### src/rtl/rwsp_pkg.sv
package rwsp_pkg;

  // Parser phases, one per kind of byte the stream can be in.
  typedef enum logic [2:0] {
    PH_HEADER   = 3'd0,
    PH_CHUNKHDR = 3'd1,
    PH_FMT      = 3'd2,
    PH_SKIPFMT  = 3'd3,
    PH_DATA     = 3'd4,
    PH_SKIP     = 3'd5,
    PH_PAD      = 3'd6,
    PH_ERROR    = 3'd7
  } phase_t;

  // Report status codes.
  localparam logic [2:0] ST_OK        = 3'd0;
  localparam logic [2:0] ST_BAD_HDR   = 3'd1;
  localparam logic [2:0] ST_FMT_SMALL = 3'd2;
  localparam logic [2:0] ST_FMT_TRUNC = 3'd3;
  localparam logic [2:0] ST_DATA_TRUNC = 3'd4;
  localparam logic [2:0] ST_NO_FMT    = 3'd5;
  localparam logic [2:0] ST_NO_SAMPLES = 3'd6;

  // Result kinds.
  localparam logic KIND_SAMPLE = 1'b0;
  localparam logic KIND_REPORT = 1'b1;

  // Chunk tags as read most significant byte first, and fmt body size.
  localparam logic [31:0] TAG_FMT  = 32'h666D_7420;
  localparam logic [31:0] TAG_DATA = 32'h6461_7461;
  localparam logic [31:0] FMT_MIN  = 32'd16;
  localparam logic [3:0]  FMT_LAST = 4'd15;
  localparam logic [3:0]  HDR_LAST = 4'd11;

  // One result item.
  typedef struct packed {
    logic        kind;
    logic [7:0]  sample_byte;
    logic        chunk_start;
    logic [15:0] channel_count;
    logic [31:0] sample_rate_hz;
    logic [15:0] sample_bits;
    logic [2:0]  status;
    logic        last;
  } result_t;

  // Expected header byte at a position; the size bytes 4..7 are not checked.
  function automatic logic [7:0] header_magic(input logic [3:0] idx);
    logic [7:0] m;
    unique case (idx)
      4'd0:    m = 8'h52;
      4'd1:    m = 8'h49;
      4'd2:    m = 8'h46;
      4'd3:    m = 8'h46;
      4'd8:    m = 8'h57;
      4'd9:    m = 8'h41;
      4'd10:   m = 8'h56;
      4'd11:   m = 8'h45;
      default: m = 8'h00;
    endcase
    return m;
  endfunction

endpackage

### src/rtl/riff_wave_stream_parser_unit.sv
// A result item is written to the result queue when the byte that causes it is accepted.
// Throughput: one byte per cycle unless in_stall; a data chunk byte that is also the final
// file byte gives two items; the four-entry queue drains one per cycle unless out_stall.
// Input stall rises while the queue holds three or more items.
// Reset (rst_n low, synchronous) empties the queue and returns the parser to the header phase.
module riff_wave_stream_parser_unit (
  input  logic        clk,
  input  logic        rst_n,
  input  logic        in_valid,
  output logic        in_stall,
  input  logic [7:0]  in_byte_value,
  input  logic        in_end_of_file,
  output logic        out_valid,
  input  logic        out_stall,
  output logic        out_kind,
  output logic [7:0]  out_sample_byte,
  output logic        out_chunk_start,
  output logic [15:0] out_channel_count,
  output logic [31:0] out_sample_rate_hz,
  output logic [15:0] out_sample_bits,
  output logic [2:0]  out_status,
  output logic        out_last
);
  import rwsp_pkg::*;

  // Parser state.
  phase_t      phase_r, phase_nxt;
  logic [3:0]  field_count_r, field_count_nxt;
  logic [31:0] chunk_tag_r, chunk_tag_nxt;
  logic [31:0] chunk_length_r, chunk_length_nxt;
  logic [31:0] bytes_left_r, bytes_left_nxt;
  logic        pad_pending_r, pad_pending_nxt;
  logic        format_seen_r, format_seen_nxt;
  logic        samples_present_r, samples_present_nxt;
  logic [2:0]  error_code_r, error_code_nxt;
  logic [15:0] held_channels_r, held_channels_nxt;
  logic [31:0] held_rate_r, held_rate_nxt;
  logic [15:0] held_bits_r, held_bits_nxt;

  // Result queue.
  result_t     queue_r [4];
  logic [1:0]  head_r, head_nxt;
  logic [1:0]  tail_r, tail_nxt;
  logic [2:0]  count_r, count_nxt;

  logic        accept;
  logic        pop;
  logic        emit_sample;
  logic        emit_report;
  result_t     sample_item;
  result_t     report_item;
  logic [2:0]  status_val;
  logic [1:0]  tail_plus1;

  assign accept = in_valid && !in_stall;
  assign pop    = out_valid && !out_stall;
  assign in_stall = (count_r >= 3'd3);
  assign tail_plus1 = tail_r + 2'd1;

  // Per-byte parser step, then the end-of-file report and restart.
  always_comb begin
    phase_nxt           = phase_r;
    field_count_nxt     = field_count_r;
    chunk_tag_nxt       = chunk_tag_r;
    chunk_length_nxt    = chunk_length_r;
    bytes_left_nxt      = bytes_left_r;
    pad_pending_nxt     = pad_pending_r;
    format_seen_nxt     = format_seen_r;
    samples_present_nxt = samples_present_r;
    error_code_nxt      = error_code_r;
    held_channels_nxt   = held_channels_r;
    held_rate_nxt       = held_rate_r;
    held_bits_nxt       = held_bits_r;
    emit_sample         = 1'b0;
    emit_report         = 1'b0;
    status_val          = ST_OK;
    sample_item         = '0;
    report_item         = '0;

    unique case (phase_r)
      PH_HEADER: begin
        if ((field_count_r < 4'd4 || field_count_r >= 4'd8)
            && in_byte_value != header_magic(field_count_r)) begin
          error_code_nxt = ST_BAD_HDR;
          phase_nxt      = PH_ERROR;
        end else if (field_count_r >= HDR_LAST) begin
          field_count_nxt = '0;
          phase_nxt       = PH_CHUNKHDR;
        end else begin
          field_count_nxt = field_count_r + 4'd1;
        end
      end
      PH_CHUNKHDR: begin
        // Tag bytes shift in from the right, length bytes from the left.
        if (field_count_r[2:0] < 3'd4) begin
          chunk_tag_nxt = {chunk_tag_r[23:0], in_byte_value};
        end else begin
          chunk_length_nxt = {in_byte_value, chunk_length_r[31:8]};
        end
        if (field_count_r[2:0] < 3'd7) begin
          field_count_nxt = {1'b0, field_count_r[2:0] + 3'd1};
        end else begin
          field_count_nxt = '0;
          if (chunk_tag_nxt == TAG_FMT) begin
            if (chunk_length_nxt < FMT_MIN) begin
              error_code_nxt = ST_FMT_SMALL;
              phase_nxt      = PH_ERROR;
            end else begin
              phase_nxt = PH_FMT;
            end
          end else begin
            if (chunk_tag_nxt == TAG_DATA) begin
              samples_present_nxt = (chunk_length_nxt != '0);
            end
            bytes_left_nxt = chunk_length_nxt;
            if (chunk_length_nxt == '0) begin
              pad_pending_nxt = 1'b0;
              phase_nxt       = PH_CHUNKHDR;
            end else if (chunk_tag_nxt == TAG_DATA) begin
              phase_nxt = PH_DATA;
            end else begin
              phase_nxt = PH_SKIP;
            end
          end
        end
      end
      PH_FMT: begin
        // Pick the format fields out of the first sixteen body bytes.
        unique case (field_count_r)
          4'd2:  held_channels_nxt[7:0]  = in_byte_value;
          4'd3:  held_channels_nxt[15:8] = in_byte_value;
          4'd4:  held_rate_nxt[7:0]      = in_byte_value;
          4'd5:  held_rate_nxt[15:8]     = in_byte_value;
          4'd6:  held_rate_nxt[23:16]    = in_byte_value;
          4'd7:  held_rate_nxt[31:24]    = in_byte_value;
          4'd14: held_bits_nxt[7:0]      = in_byte_value;
          4'd15: held_bits_nxt[15:8]     = in_byte_value;
          default: ;
        endcase
        if (field_count_r < FMT_LAST) begin
          field_count_nxt = field_count_r + 4'd1;
        end else begin
          format_seen_nxt = 1'b1;
          field_count_nxt = '0;
          if (chunk_length_r > FMT_MIN) begin
            bytes_left_nxt = chunk_length_r - FMT_MIN;
            phase_nxt      = PH_SKIPFMT;
          end else begin
            pad_pending_nxt = chunk_length_r[0];
            phase_nxt       = chunk_length_r[0] ? PH_PAD : PH_CHUNKHDR;
          end
        end
      end
      PH_DATA, PH_SKIPFMT, PH_SKIP: begin
        if (phase_r == PH_DATA) begin
          emit_sample             = 1'b1;
          sample_item.kind        = KIND_SAMPLE;
          sample_item.sample_byte = in_byte_value;
          sample_item.chunk_start = (bytes_left_r == chunk_length_r);
        end
        if (bytes_left_r <= 32'd1) begin
          bytes_left_nxt  = '0;
          field_count_nxt = '0;
          pad_pending_nxt = chunk_length_r[0];
          phase_nxt       = chunk_length_r[0] ? PH_PAD : PH_CHUNKHDR;
        end else begin
          bytes_left_nxt = bytes_left_r - 32'd1;
        end
      end
      PH_PAD: begin
        pad_pending_nxt = 1'b0;
        phase_nxt       = PH_CHUNKHDR;
        field_count_nxt = '0;
      end
      PH_ERROR: ;
      default: ;
    endcase

    // Final byte: settle the status, build the report and start over.
    if (in_end_of_file) begin
      emit_report = 1'b1;
      if (phase_nxt == PH_HEADER) begin
        error_code_nxt = ST_BAD_HDR;
      end else if (phase_nxt == PH_FMT) begin
        error_code_nxt = ST_FMT_TRUNC;
      end else if (phase_nxt == PH_DATA) begin
        error_code_nxt = ST_DATA_TRUNC;
      end
      priority if (error_code_nxt != ST_OK) begin
        status_val = error_code_nxt;
      end else if (!format_seen_nxt) begin
        status_val = ST_NO_FMT;
      end else if (!samples_present_nxt) begin
        status_val = ST_NO_SAMPLES;
      end else begin
        status_val = ST_OK;
      end
      report_item.kind   = KIND_REPORT;
      report_item.status = status_val;
      report_item.last   = 1'b1;
      if (status_val == ST_OK) begin
        report_item.channel_count  = held_channels_nxt;
        report_item.sample_rate_hz = held_rate_nxt;
        report_item.sample_bits    = held_bits_nxt;
      end
      phase_nxt           = PH_HEADER;
      field_count_nxt     = '0;
      chunk_tag_nxt       = '0;
      chunk_length_nxt    = '0;
      bytes_left_nxt      = '0;
      pad_pending_nxt     = 1'b0;
      format_seen_nxt     = 1'b0;
      samples_present_nxt = 1'b0;
      error_code_nxt      = ST_OK;
      held_channels_nxt   = '0;
      held_rate_nxt       = '0;
      held_bits_nxt       = '0;
    end
  end

  // Queue pointer and fill count updates.
  always_comb begin
    head_nxt  = head_r;
    tail_nxt  = tail_r;
    count_nxt = count_r;
    if (pop) begin
      head_nxt = head_r + 2'd1;
    end
    if (accept) begin
      tail_nxt = tail_r + {1'b0, emit_sample} + {1'b0, emit_report};
    end
    count_nxt = count_r
              + ((accept && emit_sample) ? 3'd1 : 3'd0)
              + ((accept && emit_report) ? 3'd1 : 3'd0)
              - (pop ? 3'd1 : 3'd0);
  end

  // Control and parser state registers.
  always_ff @(posedge clk) begin
    if (!rst_n) begin
      phase_r           <= PH_HEADER;
      field_count_r     <= '0;
      chunk_tag_r       <= '0;
      chunk_length_r    <= '0;
      bytes_left_r      <= '0;
      pad_pending_r     <= 1'b0;
      format_seen_r     <= 1'b0;
      samples_present_r <= 1'b0;
      error_code_r      <= ST_OK;
      held_channels_r   <= '0;
      held_rate_r       <= '0;
      held_bits_r       <= '0;
      head_r            <= '0;
      tail_r            <= '0;
      count_r           <= '0;
    end else begin
      if (accept) begin
        phase_r           <= phase_nxt;
        field_count_r     <= field_count_nxt;
        chunk_tag_r       <= chunk_tag_nxt;
        chunk_length_r    <= chunk_length_nxt;
        bytes_left_r      <= bytes_left_nxt;
        pad_pending_r     <= pad_pending_nxt;
        format_seen_r     <= format_seen_nxt;
        samples_present_r <= samples_present_nxt;
        error_code_r      <= error_code_nxt;
        held_channels_r   <= held_channels_nxt;
        held_rate_r       <= held_rate_nxt;
        held_bits_r       <= held_bits_nxt;
      end
      head_r  <= head_nxt;
      tail_r  <= tail_nxt;
      count_r <= count_nxt;
    end
  end

  // Result queue storage: a sample item goes first, a report after it.
  always_ff @(posedge clk) begin
    if (accept) begin
      if (emit_sample) begin
        queue_r[tail_r] <= sample_item;
        if (emit_report) begin
          queue_r[tail_plus1] <= report_item;
        end
      end else if (emit_report) begin
        queue_r[tail_r] <= report_item;
      end
    end
  end

  // Output side reads the queue head.
  assign out_valid          = (count_r != '0);
  assign out_kind           = queue_r[head_r].kind;
  assign out_sample_byte    = queue_r[head_r].sample_byte;
  assign out_chunk_start    = queue_r[head_r].chunk_start;
  assign out_channel_count  = queue_r[head_r].channel_count;
  assign out_sample_rate_hz = queue_r[head_r].sample_rate_hz;
  assign out_sample_bits    = queue_r[head_r].sample_bits;
  assign out_status         = queue_r[head_r].status;
  assign out_last           = queue_r[head_r].last;

endmodule

### config.mk
export PLATFORM = sky130hd
export DESIGN_NAME = riff_wave_stream_parser_unit
export DESIGN_NICKNAME = d
export VERILOG_FILES = /design/src/rtl/rwsp_pkg.sv /design/src/rtl/riff_wave_stream_parser_unit.sv
export SDC_FILE = /design/constraint.sdc
export NUM_CORES = 1
export LEC_CHECK = 0
export CORE_MARGIN = 5
export CORE_UTILIZATION = 58
export CTS_CLUSTER_DIAMETER = 50
export DETAILED_ROUTE_END_ITERATION = 7
export DONT_BUFFER_PORTS = 1
export PLACE_DENSITY_LB_ADDON = 0.1
export REMOVE_ABC_BUFFERS = 1
export SLEW_MARGIN = 30
export SYNTH_ARGS = -nofsm -noshare
export SYNTH_HDL_FRONTEND = slang
export SYNTH_SLANG_ARGS = --single-unit
### constraint.sdc
create_clock -name clk -period 4.35 [get_ports clk]
set_input_delay 0.2175 -clock clk [delete_from_list [all_inputs] [get_ports clk]]
set_output_delay 0.2175 -clock clk [all_outputs]
set_load 0.01 [all_outputs]
==> out/qor_table.md <==
| Step | Item | Value |
|:---|:---|:---|
| run status | Status | completed |
| pwr | Reported leakage power | 9.13 nW |
| global routing | Antenna violations before repair | 1 |
| cells and area | Number of inserted diodes | 0 |
| cells and area | Area of all sequential standard cells | 12600 um2 |
| pwr | PnR Total Power | 13.0 mW |
| worst setup path | Cell family with the largest share of critical-path delay | simple AND/OR/NAND/NOR gates |
| logic synthesis | Synth warnings | 0 |
| worst setup path | Worst path required time | 4780 ps |
| pwr | Relative contribution of sequential cells to total power | 42.0% |
| global routing | Wire length of the first global-routing pass | 119000 um |
| pwr | Clock Power Share | 36.0% |
| pwr | Share of total power consumed by net switching | 31.8% |
| worst setup path | Type of destination of the critical path | register |
| routing | Remaining DRCs | 0 |
| cells and area | Fin area | 28400 um2 |
| floorplanning | Initial Utilization | 58.6% |
| clock tree | Cell at the root of the clock tree | clkbuf_16 |
| pwr | Psw | 4.13 mW |
| logic synthesis | Mapped Area | 25900 um2 |
| timing | Final setup violation count | 0 |
| clock tree | Clock tree from TritonCTS | yes |
| timing | Upper clock frequency limit | 245 MHz |
| cells and area | Share of final-layout standard cells stronger than drive strength 1 | 16.1% |
| routing | Number of nets with antenna violations after detailed routing | 0 |
| floorplanning | Cell row count | 77 |
| global routing | Maximum number of pins on one net before global-route repair | 165 |
| cells and area | Non-filler cells in the finished layout | 2989 |
| routing | Via-per-instance ratio | 6.90 |
| timing | Setup repair after global routing missed its margin | false |
| pwr | Max IR drop VDD | 0.324 mV |
| logic synthesis | Post-synthesis async set-or-reset flop share | 0% |
| logic synthesis | Post-synthesis area per instance | 10.5 um2 |
| worst setup path | Buffers plus inverters on the worst setup path | 1 |
| placed design | Cell area after placement | 26400 um2 |
| floorplanning | Number of primary I/O pins | 93 |
| logic synthesis | Commonest register cell after synthesis | edfxtp_1 |
| pwr | Int Pwr | 8.86 mW |
| timing | Transition time at the pin with the least slew margin | 1040 ps |
| placed design | Placed cell count | 2870 |
| routing | Total via count after detailed routing | 20600 |
| clock tree | Clk pin slew, worst setup/hold paths | 60 ps |
| routing | DRC violation total after the first TritonRoute iteration | 2283 |
| worst setup path | Arrival @ worst endpoint | 4510 ps |
| floorplanning | Die Span X | 221 um |
| pwr | Power density relative to cell area | 457 nW/um2 |
| worst setup path | Critical Path Max Stage Delay | 670 ps |
| global routing | Via count of the first global-routing pass | 19900 |
| floorplanning | Full die area | 49000 um2 |
| cells and area | Area Overhead vs Synth | 9.59% |
| timing | Number of pins with negative max-slew slack in the final report | 0 |
| cells and area | Final core utilization | 64.2% |
| logic synthesis | Flip-flop and latch count after synthesis | 495 |
| global routing | All-Layer GR Usage | 30.3% |
| worst setup path | Cell at the slowest stage of the critical path | or4b_4 |
| job | Max Cap Violations | 0 |
| timing | Setup total negative slack | 0 ps |
| logic synthesis | Number of distinct standard cells referenced by the synthesized netlist | 80 |
| cells and area | Number of filler instances in the final layout | 3513 |
| worst setup path | Type of the worst setup path | register to register |
| clock tree | Number of buffers inserted during clock tree synthesis | 56 |
| clock tree | Number of clock sinks | 495 |
| logic synthesis | Number of enable-type register cells in the synthesized netlist | 272 |
| timing | Clock skew | 17.1 ps |
| floorplanning | Core Box Area | 44200 um2 |
| clock tree | H-tree depth | 2 |
| cells and area | Area of combinational cells with multiple inputs | 12100 um2 |
| logic synthesis | Synthesized instance count | 2475 |
| worst setup path | Critical path peak fanout | 14 |
| global routing | Congestion Overflow GR | 0 |
| cells and area | Number of nets in the final layout | 2375 |
| timing | Tmin final | 4090 ps |
| logic synthesis | Part of the Yosys area used for sequential elements | 48.7% |
| worst hold path | Class of the most critical hold timing path | primary input to register |
| timing | Count of endpoints failing hold in the final timing report | 0 |
| routing | Count of TritonRoute iterations in the first routing pass | 7 |
| routing | WL final | 77000 um |
| pwr | Relative contribution of combinational cells to total power | 22.1% |
| placed design | Estimated wirelength of the detail-placed design | 45400 um |
| worst setup path | Most used cell, CP | or4b_4 |
| clock tree | Number of buffers between clock root and the deepest sink | 3 |
| placed design | Number of I/O port buffers | 0 |
| routing | Post-detailed-route wirelength per cell | 25.8 um |
| timing | Worst slew margin | 30.7% |
| clock tree | Clock latency at the later pin of the worst-skew pair | 620 ps |
| timing | Fin crit share | 93.9% |
| placed design | Routability congestion estimate from global placement | 0.957 |
| worst setup path | Series of cell instances along the critical path | or4_1, or3_1, nor3_4, o211ai_1, or4b_4, o221a_4, or4b_4, buf_4, nor4_1 |
| floorplanning | Die Ht | 221 um |
| worst setup path | Startpoint types | register |
per-layer routing:
metal | vias to the layer above | global-route usage [%] | part of all wire, %
li1 | 9235 | - | -
met2 | 1018 | 49.0 | 48
met4 | 2 | 11.1 | 3.6
met3 | 172 | 5.69 | 8.8
met5 | - | 0 | 0.017
met1 | 10200 | 41.3 | 40
logic make-up after synthesis:
kind of cell,synth area share (%)
compound gates,11.3
xor+xnor,1.49
fa+ha+maj,0.715
buf+inv,4.92
flops,48.7
mux,8.87
simple gates,24.0
synthesized netlist by cell type, types with 48 or more instances:
| cell | instances | area (um2) |
|---|---|---|
| a21oi_1 | 48 | 240 |
| a22oi_1 | 135 | 1010 |
| dfxtp_1 | 223 | 4460 |
| nand2_1 | 119 | 447 |
| nand3_1 | 190 | 951 |
| nor2_1 | 155 | 582 |
| nor4_2 | 60 | 751 |
| nor2b_1 | 145 | 907 |
| mux4_2 | 77 | 1730 |
| o21ai_0 | 102 | 510 |
| edfxtp_1 | 272 | 8170 |
| clkbuf_1 | 244 | 916 |
| nor4_1 | 199 | 1240 |
state kept, by name, indices dropped and copies added (netlist names), 4 cells and up, named ones only:
register         cells
field_count_r        4
queue_r            308
chunk_length_r      32
chunk_tag_r         32
held_rate_r         32
held_bits_r         16
bytes_left_r        32
held_channels_r     16
placed cells by master, fill, tap and decap left out, types with 11 or more instances in the layout:
master         netlist  final
a21oi_1             48     48
nor4_2              60     63
xor2_1              13     13
buf_12               0     14
o21ai_0            102    100
inv_1               29     24
nor3_1              47     47
mux2i_1             44     44
nand4_1             25     25
edfxtp_1           272    272
nor2b_1            145    142
dfxtp_1            223    221
clkbuf_16            0     58
a32o_1              33     33
and2_1              11     11
clkbuf_1           244     16
mux4_2              77     77
xnor2_1             31     31
nand2_1            119    119
nor2_1             155    152
nand3_1            190    190
nor3_2              30     30
buf_4                3     74
a22oi_1            135    135
dlygate4sd3_1        0     12
nor4_1             199    196
layout make-up:
class	instances	area share [%]
clock buffers	81	5.63
clock inverters	25	0.775
inverters	30	0.401
multi-input cells	1665	42.6
flip-flops and latches	495	44.5
well taps	592	2.61
repair buffers	101	3.46
power by group through the flow:
stage          clock [mW]  sequential, mW  combinational, mW
2_1_floorplan           0            5.55               1.85
3_3_place_gp            0            5.53               2.77
3_5_place_dp            0            5.55               2.80
4_1_cts              4.72            5.45               2.86
5_1_grt              4.91            5.49               3.05
6_report             4.67            5.45               2.86
through the flow:
step,hold slack (ps),setup slack (ps)
after floorplan,339,-9440
after global placement,359,320
after detailed placement,363,247
after CTS,2.96,230
after global routing,21.5,43.3
final,23.1,264
timing repair:
action / CTS / global route
gates resized for setup: 0 / 1
hold endpoints to repair: 219 / 0
setup buffers: 0 / 0
hold buffers: 13 / 0
setup endpoints to repair: 0 / 1
worst reg2reg max path, stage by stage, from the launching register on:
cell and delay (ps):
dfxtp_1 380, or4_1 580, or3_1 430, nor3_4 260, o211ai_1 160, or4b_4 620
o221a_4 260, or4b_4 670, buf_4 260, nor4_1 290
final timing paths:
check	from	slack, ps	endpoint	depth (start not counted)
setup / recovery	bytes_left_r[20]$_SDFFE_PN0P_	260	queue_r[0][6]$_DFFE_PP_	9
hold / removal	in_byte_value[1]	20	queue_r[3][29]$_DFFE_PP_	2
hold reg to reg	queue_r[0][68]$_SDFFE_PP0P_	460	queue_r[0][68]$_SDFFE_PP0P_	2
setup reg to reg	bytes_left_r[20]$_SDFFE_PN0P_	260	queue_r[0][6]$_DFFE_PP_	9
Power figures use the tool's default switching activity.
